File: config.mk
export PLATFORM = sky130hd
export DESIGN_NAME = polygon_region_intrusion_counter
export DESIGN_NICKNAME = d
export VERILOG_FILES = /design/src/rtl/pric_pkg.sv /design/src/rtl/polygon_region_intrusion_counter.sv
export SDC_FILE = /design/constraint.sdc
export NUM_CORES = 2
export LEC_CHECK = 0
export CORE_ASPECT_RATIO = 0.8
export CORE_MARGIN = 2
export CORE_UTILIZATION = 45
export DETAILED_ROUTE_END_ITERATION = 16
export DONT_BUFFER_PORTS = 1
export HOLD_SLACK_MARGIN = 0.15
export MAX_ROUTING_LAYER = met4
export PLACE_DENSITY = 0.68
export SYNTH_ARGS = -nofsm -noshare
export SYNTH_HDL_FRONTEND = slang
export SYNTH_SLANG_ARGS = --single-unit
File: constraint.sdc
create_clock -name clock -period 13.57 [get_ports clock]
set_input_delay 0.6785 -clock clock [delete_from_list [all_inputs] [get_ports clock]]
set_output_delay 0.6785 -clock clock [all_outputs]
set_load 0.05 [all_outputs]
File: src/rtl/pric_pkg.sv
`timescale 1ns / 1ps

package pric_pkg;

   // Default geometry of the polygon store.
   localparam int MAX_VERTICES = 8;
   localparam int COORD_BITS   = 12;

   // Fixed field widths.
   localparam int POS_W      = 12;
   localparam int NUM_REGION = 7;
   localparam int NUM_BIN    = 12;
   localparam int CNT_W      = 16;
   localparam int PCT_W      = 7;
   localparam int DVD_W      = 19;

   // Hit code used when no region is hit.
   localparam logic [2:0] NO_HIT = 3'd7;
   localparam logic [2:0] REGION_HEIGHT = 3'd4;

   // Configuration register indexes.
   localparam logic [1:0] CSR_ENABLE = 2'd0;
   localparam logic [1:0] CSR_HEIGHT = 2'd1;
   localparam logic [1:0] CSR_COUNTS = 2'd2;

   // Object classes.
   localparam logic [1:0] CLS_PERSON = 2'd0;
   localparam logic [1:0] CLS_GUIDE  = 2'd1;
   localparam logic [1:0] CLS_SIGN   = 2'd2;
   localparam logic [1:0] CLS_OTHER  = 2'd3;

   // Sequencer states.
   typedef enum logic [5:0] {
      ST_IDLE  = 6'b000001,
      ST_SCAN  = 6'b000010,
      ST_WALK  = 6'b000100,
      ST_DRAIN = 6'b001000,
      ST_DIV   = 6'b010000,
      ST_OUT   = 6'b100000
   } state_type;

endpackage

File: src/rtl/polygon_region_intrusion_counter.sv
`timescale 1ns / 1ps

// Polygon region intrusion counter.
// Transactions on the req_ channel either load one polygon vertex (req_kind 0)
// or classify one object foot point (req_kind 1). Each object gives exactly one
// rsp_ transaction: the first enabled region hit, its saturating counter after
// the increment, and for region 4 the foot height as a percentage.
// The csr_ channel writes region_enable, image_height and vertex_counts; it is
// always ready. The user must write it only while the block is idle; the block
// itself does not enforce this. A load completes in the cycle it is accepted.
// An object walks its candidate regions in order: it selects each region,
// then tests one polygon edge per cycle through the single read port of the
// vertex memory and a two-stage multiply and compare. A hit in region 4 adds
// a bit-serial division.
// The result sits in an output register, so the next transaction is accepted
// while a result still waits; a second result waits until the first is taken.
// Reset clears counters, region_enable, vertex_counts and control, and sets
// image_height to 1080; the vertex memory is undefined until loaded.
module polygon_region_intrusion_counter #(
   parameter int MAX_VERTICES = pric_pkg::MAX_VERTICES,
   parameter int COORD_BITS   = pric_pkg::COORD_BITS
) (
   input  logic        clock,
   input  logic        reset,
   input  logic        req_valid,
   output logic        req_ready,
   input  logic        req_kind,
   input  logic [2:0]  req_region,
   input  logic [2:0]  req_vertex_index,
   input  logic [pric_pkg::POS_W-1:0] req_pos_x,
   input  logic [pric_pkg::POS_W-1:0] req_pos_y,
   input  logic [1:0]  req_object_class,
   input  logic        req_frame_start,
   output logic        rsp_valid,
   input  logic        rsp_ready,
   output logic [2:0]  rsp_hit_region,
   output logic [15:0] rsp_bin_count,
   output logic [6:0]  rsp_height_percent,
   input  logic        csr_valid,
   output logic        csr_ready,
   input  logic [1:0]  csr_index,
   input  logic [27:0] csr_data
);

   localparam int PW     = pric_pkg::POS_W;
   localparam int DEPTH  = pric_pkg::NUM_REGION * MAX_VERTICES;
   localparam int ADDR_W = $clog2(DEPTH);
   localparam logic [PW-1:0] CMASK = PW'((64'd1 << COORD_BITS) - 64'd1);

   // Configuration registers.
   logic [6:0]  enable_ff;
   logic [11:0] height_ff;
   logic [27:0] counts_ff;

   assign csr_ready = 1'b1;

   always_ff @(posedge clock) begin
      if (reset) begin
         enable_ff <= '0;
         height_ff <= 12'd1080;
         counts_ff <= '0;
      end else if (csr_valid) begin
         case (csr_index)
            pric_pkg::CSR_ENABLE: enable_ff <= csr_data[6:0];
            pric_pkg::CSR_HEIGHT: height_ff <= csr_data[11:0];
            pric_pkg::CSR_COUNTS: counts_ff <= csr_data;
            default: ;
         endcase
      end
   end

   // Control registers.
   pric_pkg::state_type state_ff, state_in;
   logic [2:0]  reg_ff, reg_in;
   logic [2:0]  last_ff, last_in;
   logic [1:0]  cls_ff, cls_in;
   logic [PW-1:0] px_ff, px_in, py_ff, py_in;
   logic [3:0]  k_ff, k_in;
   logic        parity_ff, parity_in;
   logic [4:0]  div_cnt_ff, div_cnt_in;
   logic [12:0] rem_ff, rem_in;
   logic [pric_pkg::DVD_W-1:0] dvd_ff, dvd_in;
   logic [2:0]  hit_ff, hit_in;
   logic [15:0] cnt_ff, cnt_in;
   logic [6:0]  pct_ff, pct_in;
   logic        rsp_valid_ff, rsp_valid_in;
   logic [2:0]  rsp_hit_ff, rsp_hit_in;
   logic [15:0] rsp_cnt_ff, rsp_cnt_in;
   logic [6:0]  rsp_pct_ff, rsp_pct_in;
   logic [15:0] bins_ff [pric_pkg::NUM_BIN];

   // Vertex memory and read pipeline.
   logic [2*PW-1:0] mem [DEPTH];
   logic [2*PW-1:0] rdata_ff;
   logic            s1_v_ff, s1_first_ff;
   logic            s2_v_ff, s2_cond_ff, s2_pos_ff;
   logic signed [2*PW+1:0] s2_num_ff, s2_lhs_ff;
   logic [PW-1:0]   prev_x_ff, prev_y_ff;

   logic            acc, rd_en, wr_en, bin_upd, clear_bins;
   logic [ADDR_W-1:0] rd_addr, wr_addr;
   logic [3:0]      n_cur, vsel;
   logic [3:0]      bin_sel;

   assign acc = req_valid && req_ready;
   assign req_ready = (state_ff == pric_pkg::ST_IDLE);

   // Vertex count of the current region, clamped to the store depth.
   always_comb begin
      logic [3:0] nib;
      nib = 4'(counts_ff >> {reg_ff, 2'b00});
      n_cur = (32'(nib) > MAX_VERTICES) ? 4'(MAX_VERTICES) : nib;
   end

   assign vsel    = (k_ff == 4'd0) ? n_cur - 4'd1 : k_ff - 4'd1;
   assign rd_addr = ADDR_W'(32'(reg_ff) * MAX_VERTICES + 32'(vsel));
   assign wr_addr = ADDR_W'(32'(req_region) * MAX_VERTICES + 32'(req_vertex_index));
   assign wr_en   = acc && !req_kind && (req_region < 3'(pric_pkg::NUM_REGION))
                    && (32'(req_vertex_index) < MAX_VERTICES);
   assign rd_en   = (state_ff == pric_pkg::ST_WALK);

   always_ff @(posedge clock) begin
      if (wr_en) begin
         mem[wr_addr] <= {req_pos_x & CMASK, req_pos_y & CMASK};
      end
      if (rd_en) begin
         rdata_ff <= mem[rd_addr];
      end
   end

   // Edge test, first stage: crossing condition and the two products.
   logic [PW-1:0] cur_x, cur_y;
   logic signed [PW:0] den, dx, dy, dp;
   assign cur_x = rdata_ff[2*PW-1:PW];
   assign cur_y = rdata_ff[PW-1:0];
   assign den   = $signed({1'b0, prev_y_ff}) - $signed({1'b0, cur_y});
   assign dx    = $signed({1'b0, prev_x_ff}) - $signed({1'b0, cur_x});
   assign dy    = $signed({1'b0, py_ff}) - $signed({1'b0, cur_y});
   assign dp    = $signed({1'b0, px_ff}) - $signed({1'b0, cur_x});

   always_ff @(posedge clock) begin
      if (reset) begin
         s1_v_ff <= 1'b0;
         s2_v_ff <= 1'b0;
      end else begin
         s1_v_ff <= rd_en;
         s2_v_ff <= s1_v_ff && !s1_first_ff;
      end
      s1_first_ff <= (k_ff == 4'd0);
      if (s1_v_ff) begin
         prev_x_ff <= cur_x;
         prev_y_ff <= cur_y;
      end
      s2_cond_ff <= (cur_y > py_ff) != (prev_y_ff > py_ff);
      s2_pos_ff  <= (den > 0);
      s2_num_ff  <= dx * dy;
      s2_lhs_ff  <= dp * den;
   end

   // Second stage: compare and flip the parity.
   logic edge_cross;
   assign edge_cross = s2_pos_ff ? (s2_lhs_ff < s2_num_ff) : (s2_lhs_ff > s2_num_ff);

   assign bin_sel = (cls_ff == pric_pkg::CLS_PERSON) ? {1'b0, reg_ff} : {1'b0, reg_ff} + 4'd5;

   // Sequencer.
   always_comb begin
      logic [12:0] trial;
      logic [pric_pkg::DVD_W-1:0] q;
      state_in     = state_ff;
      reg_in       = reg_ff;
      last_in      = last_ff;
      cls_in       = cls_ff;
      px_in        = px_ff;
      py_in        = py_ff;
      k_in         = k_ff;
      parity_in    = parity_ff;
      div_cnt_in   = div_cnt_ff;
      rem_in       = rem_ff;
      dvd_in       = dvd_ff;
      hit_in       = hit_ff;
      cnt_in       = cnt_ff;
      pct_in       = pct_ff;
      rsp_valid_in = rsp_valid_ff && !rsp_ready;
      rsp_hit_in   = rsp_hit_ff;
      rsp_cnt_in   = rsp_cnt_ff;
      rsp_pct_in   = rsp_pct_ff;
      bin_upd      = 1'b0;
      clear_bins   = 1'b0;
      trial        = '0;
      q            = '0;
      if (s2_v_ff && s2_cond_ff && edge_cross) begin
         parity_in = !parity_ff;
      end
      unique case (state_ff)
         pric_pkg::ST_IDLE: begin
            if (acc && req_kind) begin
               clear_bins = req_frame_start;
               cls_in = req_object_class;
               px_in  = req_pos_x & CMASK;
               py_in  = req_pos_y & CMASK;
               hit_in = pric_pkg::NO_HIT;
               cnt_in = '0;
               pct_in = '0;
               if (req_object_class == pric_pkg::CLS_SIGN) begin
                  reg_in  = 3'd5;
                  last_in = 3'd6;
               end else begin
                  reg_in  = 3'd0;
                  last_in = 3'd4;
               end
               state_in = (req_object_class == pric_pkg::CLS_OTHER) ?
                          pric_pkg::ST_OUT : pric_pkg::ST_SCAN;
            end
         end
         pric_pkg::ST_SCAN: begin
            if (reg_ff > last_ff) begin
               state_in = pric_pkg::ST_OUT;
            end else if (enable_ff[reg_ff] && n_cur != 4'd0) begin
               k_in      = '0;
               parity_in = 1'b0;
               state_in  = pric_pkg::ST_WALK;
            end else begin
               reg_in = reg_ff + 3'd1;
            end
         end
         pric_pkg::ST_WALK: begin
            k_in = k_ff + 4'd1;
            if (k_ff == n_cur) begin
               state_in = pric_pkg::ST_DRAIN;
            end
         end
         pric_pkg::ST_DRAIN: begin
            if (!s1_v_ff && !s2_v_ff) begin
               if (parity_ff) begin
                  bin_upd = 1'b1;
                  hit_in  = reg_ff;
                  cnt_in  = (bins_ff[bin_sel] == 16'hFFFF) ? 16'hFFFF : bins_ff[bin_sel] + 16'd1;
                  if (reg_ff == pric_pkg::REGION_HEIGHT) begin
                     if (height_ff == 12'd0) begin
                        pct_in   = 7'd100;
                        state_in = pric_pkg::ST_OUT;
                     end else begin
                        dvd_in     = pric_pkg::DVD_W'(32'(py_ff) * 100);
                        rem_in     = '0;
                        div_cnt_in = '0;
                        state_in   = pric_pkg::ST_DIV;
                     end
                  end else begin
                     state_in = pric_pkg::ST_OUT;
                  end
               end else begin
                  reg_in   = reg_ff + 3'd1;
                  state_in = pric_pkg::ST_SCAN;
               end
            end
         end
         pric_pkg::ST_DIV: begin
            // One quotient bit per cycle, restoring division.
            if (div_cnt_ff == 5'(pric_pkg::DVD_W)) begin
               q = dvd_ff;
               if (q == '0) begin
                  pct_in = 7'd1;
               end else if (q > pric_pkg::DVD_W'(100)) begin
                  pct_in = 7'd100;
               end else begin
                  pct_in = 7'(q);
               end
               state_in = pric_pkg::ST_OUT;
            end else begin
               trial = {rem_ff[11:0], dvd_ff[pric_pkg::DVD_W-1]};
               if (trial >= {1'b0, height_ff}) begin
                  rem_in = trial - {1'b0, height_ff};
                  dvd_in = {dvd_ff[pric_pkg::DVD_W-2:0], 1'b1};
               end else begin
                  rem_in = trial;
                  dvd_in = {dvd_ff[pric_pkg::DVD_W-2:0], 1'b0};
               end
               div_cnt_in = div_cnt_ff + 5'd1;
            end
         end
         pric_pkg::ST_OUT: begin
            if (!rsp_valid_ff || rsp_ready) begin
               rsp_valid_in = 1'b1;
               rsp_hit_in   = hit_ff;
               rsp_cnt_in   = cnt_ff;
               rsp_pct_in   = pct_ff;
               state_in     = pric_pkg::ST_IDLE;
            end
         end
         default: state_in = pric_pkg::ST_IDLE;
      endcase
   end

   always_ff @(posedge clock) begin
      if (reset) begin
         state_ff     <= pric_pkg::ST_IDLE;
         parity_ff    <= 1'b0;
         rsp_valid_ff <= 1'b0;
         k_ff         <= '0;
         div_cnt_ff   <= '0;
         reg_ff       <= '0;
      end else begin
         state_ff     <= state_in;
         parity_ff    <= parity_in;
         rsp_valid_ff <= rsp_valid_in;
         k_ff         <= k_in;
         div_cnt_ff   <= div_cnt_in;
         reg_ff       <= reg_in;
      end
      last_ff    <= last_in;
      cls_ff     <= cls_in;
      px_ff      <= px_in;
      py_ff      <= py_in;
      rem_ff     <= rem_in;
      dvd_ff     <= dvd_in;
      hit_ff     <= hit_in;
      cnt_ff     <= cnt_in;
      pct_ff     <= pct_in;
      rsp_hit_ff <= rsp_hit_in;
      rsp_cnt_ff <= rsp_cnt_in;
      rsp_pct_ff <= rsp_pct_in;
   end

   // Hit counters: cleared at reset and when an object arrives with req_frame_start.
   always_ff @(posedge clock) begin
      if (reset || clear_bins) begin
         for (int b = 0; b < pric_pkg::NUM_BIN; b++) begin
            bins_ff[b] <= '0;
         end
      end else if (bin_upd) begin
         bins_ff[bin_sel] <= cnt_in;
      end
   end

   assign rsp_valid          = rsp_valid_ff;
   assign rsp_hit_region     = rsp_hit_ff;
   assign rsp_bin_count      = rsp_cnt_ff;
   assign rsp_height_percent = rsp_pct_ff;

endmodule

# == Yosys cells after proc, flatten, opt, wreduce, memory -nomap -nowiden ==
# Memories as Yosys holds them, arrays and structs flattened. A register that Yosys moved wholly into a read port is not among the register bits.
# Cells that the tools add are included.
# word_totals
rom_bits,0
out_inout_bits,29
memories,2
ramBits,1536
wordCells,221
regBits,260
latchBits,0
# mem_list
name,depth,word_bits,read_ports,rd_ports_with_merged_regs,wr,line_no,rtl
mem,56,24,1,1,1,polygon_region_intrusion_counter.sv:93,logic [2*PW-1:0] mem [DEPTH];
bins_ff,12,16,1,0,12,polygon_region_intrusion_counter.sv:90,logic [15:0] bins_ff [pric_pkg::NUM_BIN];
# classes
n_mux,88
n_reduce_logical,42
eq_ne,30
multipliers,3
shift,1
div_mod_pow,0
add_sub_neg,14
n_bitwise,0
magnitude_cmp,11
# op_table
op,count
two-way mux 19 bit,5
two-way mux 16 bit,5
two-way mux 12 bit,6
two-way mux 6 bit,11
two-way mux 7 bit,8
multiplier 13 x 13 -> 26 bit,2
subtractor 12 x 12 -> 13 bit,4
case mux 19 bit (2 select lines),1
case mux 6 bit (6 select lines),1
case mux 16 bit (2 select lines),1
>> shifter 28 x 5 -> 4 bit,1
two-way mux 3 bit,9
> comparator 26 bit,1
less-than comparator 26 bit,1
two-way mux 5 bit,5
> comparator 12 bit,2
two-way mux 4 bit,6
"!= test 2 bit, second input constant",12
case mux 12 bit (2 select lines),1
two-way mux 1 bit,22
case mux 7 bit (3 select lines),1
"> comparator 19 x 7 -> 1 bit, second input constant",1
logical NOT 19 bit,1
AND reduction 6 bit,3
51 further kinds,79

# == Depth between registers and ports, before layout ==
# depth
depth_word,10
mapped_depth,36
depth_no_buf,35

# == Worst setup path before layout ==
# OpenSTA, ideal clock, no wires.
# synth_timing
path_kind,reg-to-reg
start,register px_ff[0]
end,register s2_lhs_ff[24]
t_arrival_ns,7.852
period_less_slack_ns,7.925
path_stages_with_launch,34
setup_slack_ns,5.645
required_time_ns,13.498
setup_time_ns,0.072
n_path_buf,0
path_cell_list,edfxtp_1 -> inv_1 -> ha_1 -> inv_1 -> fa_1 -> a21o_1 -> a21oi_1 -> o21bai_1 -> a21oi_1 -> o21bai_1 -> a21oi_1 -> o211ai_1 -> xnor2_1 -> nor2_1 -> fa_1 -> inv_1 -> fa_1 -> inv_1 -> fa_1 -> fa_1 -> fa_1 -> inv_1 -> fa_1 -> inv_1 -> ha_1 -> and2_1 -> o21ai_0 -> o31ai_1 -> o41ai_1 -> o311a_1 -> nor3_1 -> a21o_1 -> a21oi_1 -> xnor2_1
# synth_between
elab_chain_cells,2
# synth_rtl
element,line_no,rtl
start: declaration,polygon_region_intrusion_counter.sv:77,"logic [PW-1:0] px_ff, px_in, py_ff, py_in;"
start signal: assignment,polygon_region_intrusion_counter.sv:313,px_ff <= px_in;
subtractor 12 x 12 -> 13 bit,polygon_region_intrusion_counter.sv:139,"assign dp = $signed({1'b0, px_ff}) - $signed({1'b0, cur_x});"
multiplier 13 x 13 -> 26 bit,polygon_region_intrusion_counter.sv:157,s2_lhs_ff <= dp * den;
end signal: assignment,polygon_region_intrusion_counter.sv:157,
end: declaration,polygon_region_intrusion_counter.sv:97,"logic signed [2*PW+1:0] s2_num_ff, s2_lhs_ff;"
# No other way between the ends.
# A chain may end at the register's enable or synchronous reset.

# == Worst setup path after layout ==
# Ends and elaborated chain as after synthesis.

==> flow_summary_export.csv <==
group,metric,value,unit
detailed_routing,route.detailed.drc,0,
detailed_routing,avgViaCountPerCell,6.05,
synthesis,synth_cell_types,100,
setup_path,endpoint_kind,"flip-flop",
setup_path,reg2reg_from,"px_ff[0]",
synthesis,synth_ff_type,"edfxtp_1",
clock_tree,clock-sinks,1882,
hold_path,hp-class,"in -> reg",
timing,worstMarginPinSlew,1.37,ns
finish,layout_commonest_cell,"edfxtp_1",
floorplanning,fp.dieArea,0.213,sq mm
synthesis,yosysTopAreaCell,"edfxtp_1",
floorplanning,start_util,0.452,
detailed_routing,wirelength,261000,microns
clock_tree,clockBufferDepth,3,
timing,skew,0.0926,ns
clock_tree,cts_root_buf,"clkbuf_16",
finish,final_cell_mix,"1,742 x edfxtp_1, 554 x nand2_1, 509 x inv_1, 505 x nor2_1, 338 x fa_1",
timing,max_freq,109,MHz
setup_path,worst_r2r_endpoint,"s2_lhs_ff[24]",
setup_path,slowest_stage,"a21oi_1",
clock_tree,clkTransAtPathRegs,0.07,ns
detailed_routing,drt_iter0_markers,7673,
finish,drive_above_1_share,0.135,
place,gp_congestion,0.927,
timing,setup_viol,0,
place,numPortBuffers,0,
finish,fill_cells,17400,
grt,antenna_found_initial,24,
finish,area_delta_synth_final,10.7,%
clock_tree,worstSkewPairLatency,0.86,ns
detailed_routing,antenna_left,0,
synthesis,synth_nets,7615,
finish,fin_nets,7622,
detailed_routing,wl_per_cell,26.5,microns
grt,gr-total-overflow,0,
setup_path,cpPeakStageDelay,0.76,ns
synthesis,synth_top_area_frac,0.556,
floorplanning,rows,150,
floorplanning,io_pins,98,
grt,grtUsageTotal,0.251,
run_status,outcome,"finished clean",
setup_path,crit_type,"reg -> reg",
timing,drv_slew,0,
floorplanning,fp.dieW,515,microns
grt,first_global_vias,58900,
synthesis,avgSynthCellArea,13.6,sq um
setup_path,r2r_cells,32,
synthesis,ys_ff_latch,1882,
setup_path,crit_buf_inv,5,
timing,timing.final.crit_share,0.675,
timing,tns,0,ns
grt,grt_max_degree,132,
place,post-dp-hpwl,161000,microns
synthesis,synth_area_leaders,"edfxtp_1 56%, fa_1 7.2%, mux4_2 5.7%",
setup_path,crit_cells,32,
synthesis,synth_seq_area_share,0.586,
synthesis,synth_edf_count,1742,
clock_tree,numCtsBuffers,179,
setup_path,crit_family,"compound AO/OA/AOI/OAI gates",
setup_path,start_kind,"flip-flop",
setup_path,critPathMostFrequentCell,"fa_1",
detailed_routing,num_vias,59500,
synthesis,synthArstFlopShare,0,
clock_tree,cts_tree,"yes",
synthesis,synth_warnings,0,
synthesis,syn_inst,6928,
setup_path,cp.required,14.29,ns
setup_path,crit_end,"s2_lhs_ff[24]",
floorplanning,die_h,413,microns
clock_tree,cts_max_level,4,
detailed_routing,first_pass_iters,8,
setup_path,arrival,9.89,ns
timing,fin_crit,9.16,ns
grt,grt_pass1_wl,386000,microns
synthesis,netlist_area,0.0941,sq mm
floorplanning,core-area,0.208,sq mm
timing,hold_violations,0,
setup_path,startpoint,"px_ff[0]",
run,cap_violations,0,
setup_path,regToRegSetupSlack,4.41,ns
setup_path,critPathMaxFanout,13,
timing,maxSlewHeadroom,0.0878,
timing,rsz0062_at_grt,"no",
clock_tree,cts_setup_buffers,0,
-- timing repair --
item | 4_1_cts | 5_1_grt
gates resized for setup | 0 | 0
hold buffers | 65 | 0
hold endpoints to repair | 1439 | 0
-- metrics by stage --
stage / util / cell area, sq um / hold WS [ns] / cells / worst slack [ns]
3_5_place_dp: 0.467 / 97300 / 0.406 / 9425 / 4.49
6_report: 0.500 / 104000 / 0.171 / 9830 / 4.41
4_1_cts: 0.500 / 104000 / 0.152 / 9820 / 4.48
5_1_grt: 0.500 / 104000 / 0.183 / 9828 / 3.84
3_3_place_gp: 0.467 / 97300 / 0.408 / 9425 / 4.53
2_1_floorplan: - / 94100 / 0.372 / 6928 / 5.65
-- state kept, by name (all words and copies together) (netlist names), 16 cells and up --
| register | cells |
|---|---|
| bins_ff | 256 |
| cnt_ff | 16 |
| counts_ff | 28 |
| dvd_ff | 19 |
| mem | 1344 |
| rdata_ff | 24 |
| rsp_bin_count | 16 |
| s2_lhs_ff | 26 |
| s2_num_ff | 26 |
-- cell type report --
type / instances / area, sq um / share of cell area
flip-flops and latches: 1882 / 55100 / 0.529
multi-input cells: 4132 / 35600 / 0.341
clock buffers: 214 / 4650 / 0.0446
well taps: 2736 / 3420 / 0.0329
repair buffers: 217 / 2280 / 0.0219
inverters: 523 / 1960 / 0.0188
clock inverters: 116 / 1160 / 0.0111
diodes: 10 / 25.0 / 0.000240
-- layer usage --
| layer | wire length [microns] | vias to the layer above | global-route usage |
|---|---|---|---|
| li1 | - | 25700 | - |
| met1 | 109000 | 30100 | 0.350 |
| met2 | 116000 | 3224 | 0.367 |
| met3 | 28600 | 437 | 0.0587 |
| met4 | 7160 | 0 | 0.0722 |
| met5 | 0 | - | - |
-- cells in the mapped netlist, types with 36 or more instances --
| library cell | instances |
|---|---|
| o21ai_0 | 96 |
| edfxtp_1 | 1742 |
| a21oi_1 | 174 |
| a22oi_1 | 57 |
| fa_1 | 338 |
| o221ai_1 | 69 |
| nor2b_1 | 52 |
| mux2i_1 | 129 |
| clkbuf_1 | 273 |
| xnor2_1 | 96 |
| nand2_1 | 556 |
| a31oi_1 | 43 |
| mux4_2 | 240 |
| o22ai_1 | 107 |
| nand3_1 | 100 |
| inv_1 | 510 |
| dfxtp_1 | 140 |
| a221oi_1 | 36 |
| buf_2 | 56 |
| xor2_1 | 61 |
| nand4_1 | 44 |
| ha_1 | 280 |
| buf_4 | 38 |
| o211ai_1 | 81 |
| nor3_1 | 316 |
| nor2_1 | 564 |
| nand2b_1 | 49 |
| a21o_1 | 67 |
| mux2_2 | 126 |
| a211oi_1 | 98 |
-- worst min path at each step --
stage,startpoint,endpoint,cells after the start
detailed placement,s1_first_ff,s2_v_ff,1
global placement,pct_ff[2],rsp_height_percent[2],0
floorplan,s1_first_ff,s2_v_ff,1
CTS,reset,counts_ff[0],2
global route,reset,counts_ff[8],2
finish,reset,counts_ff[0],2
-- logic make-up (layout without fill, tap and decap cells) --
family                   count (synthesis)  count (layout)  synth area share
adder cells (fa/ha/maj)                618             618             0.109
multiplexers                           497             497            0.0865
buffers and inverters                  914            1070            0.0400
XOR/XNOR                               157             157            0.0146
flip-flops                            1882            1882             0.586
AO/OA/AOI/OAI                         1016            1016            0.0758
AND/OR/NAND/NOR                       1843            1843            0.0883
other                                    1              11         0.0000398
Power is not shown: default switching activity piles up to over one toggle a cycle in this logic, so the estimate is an artifact.
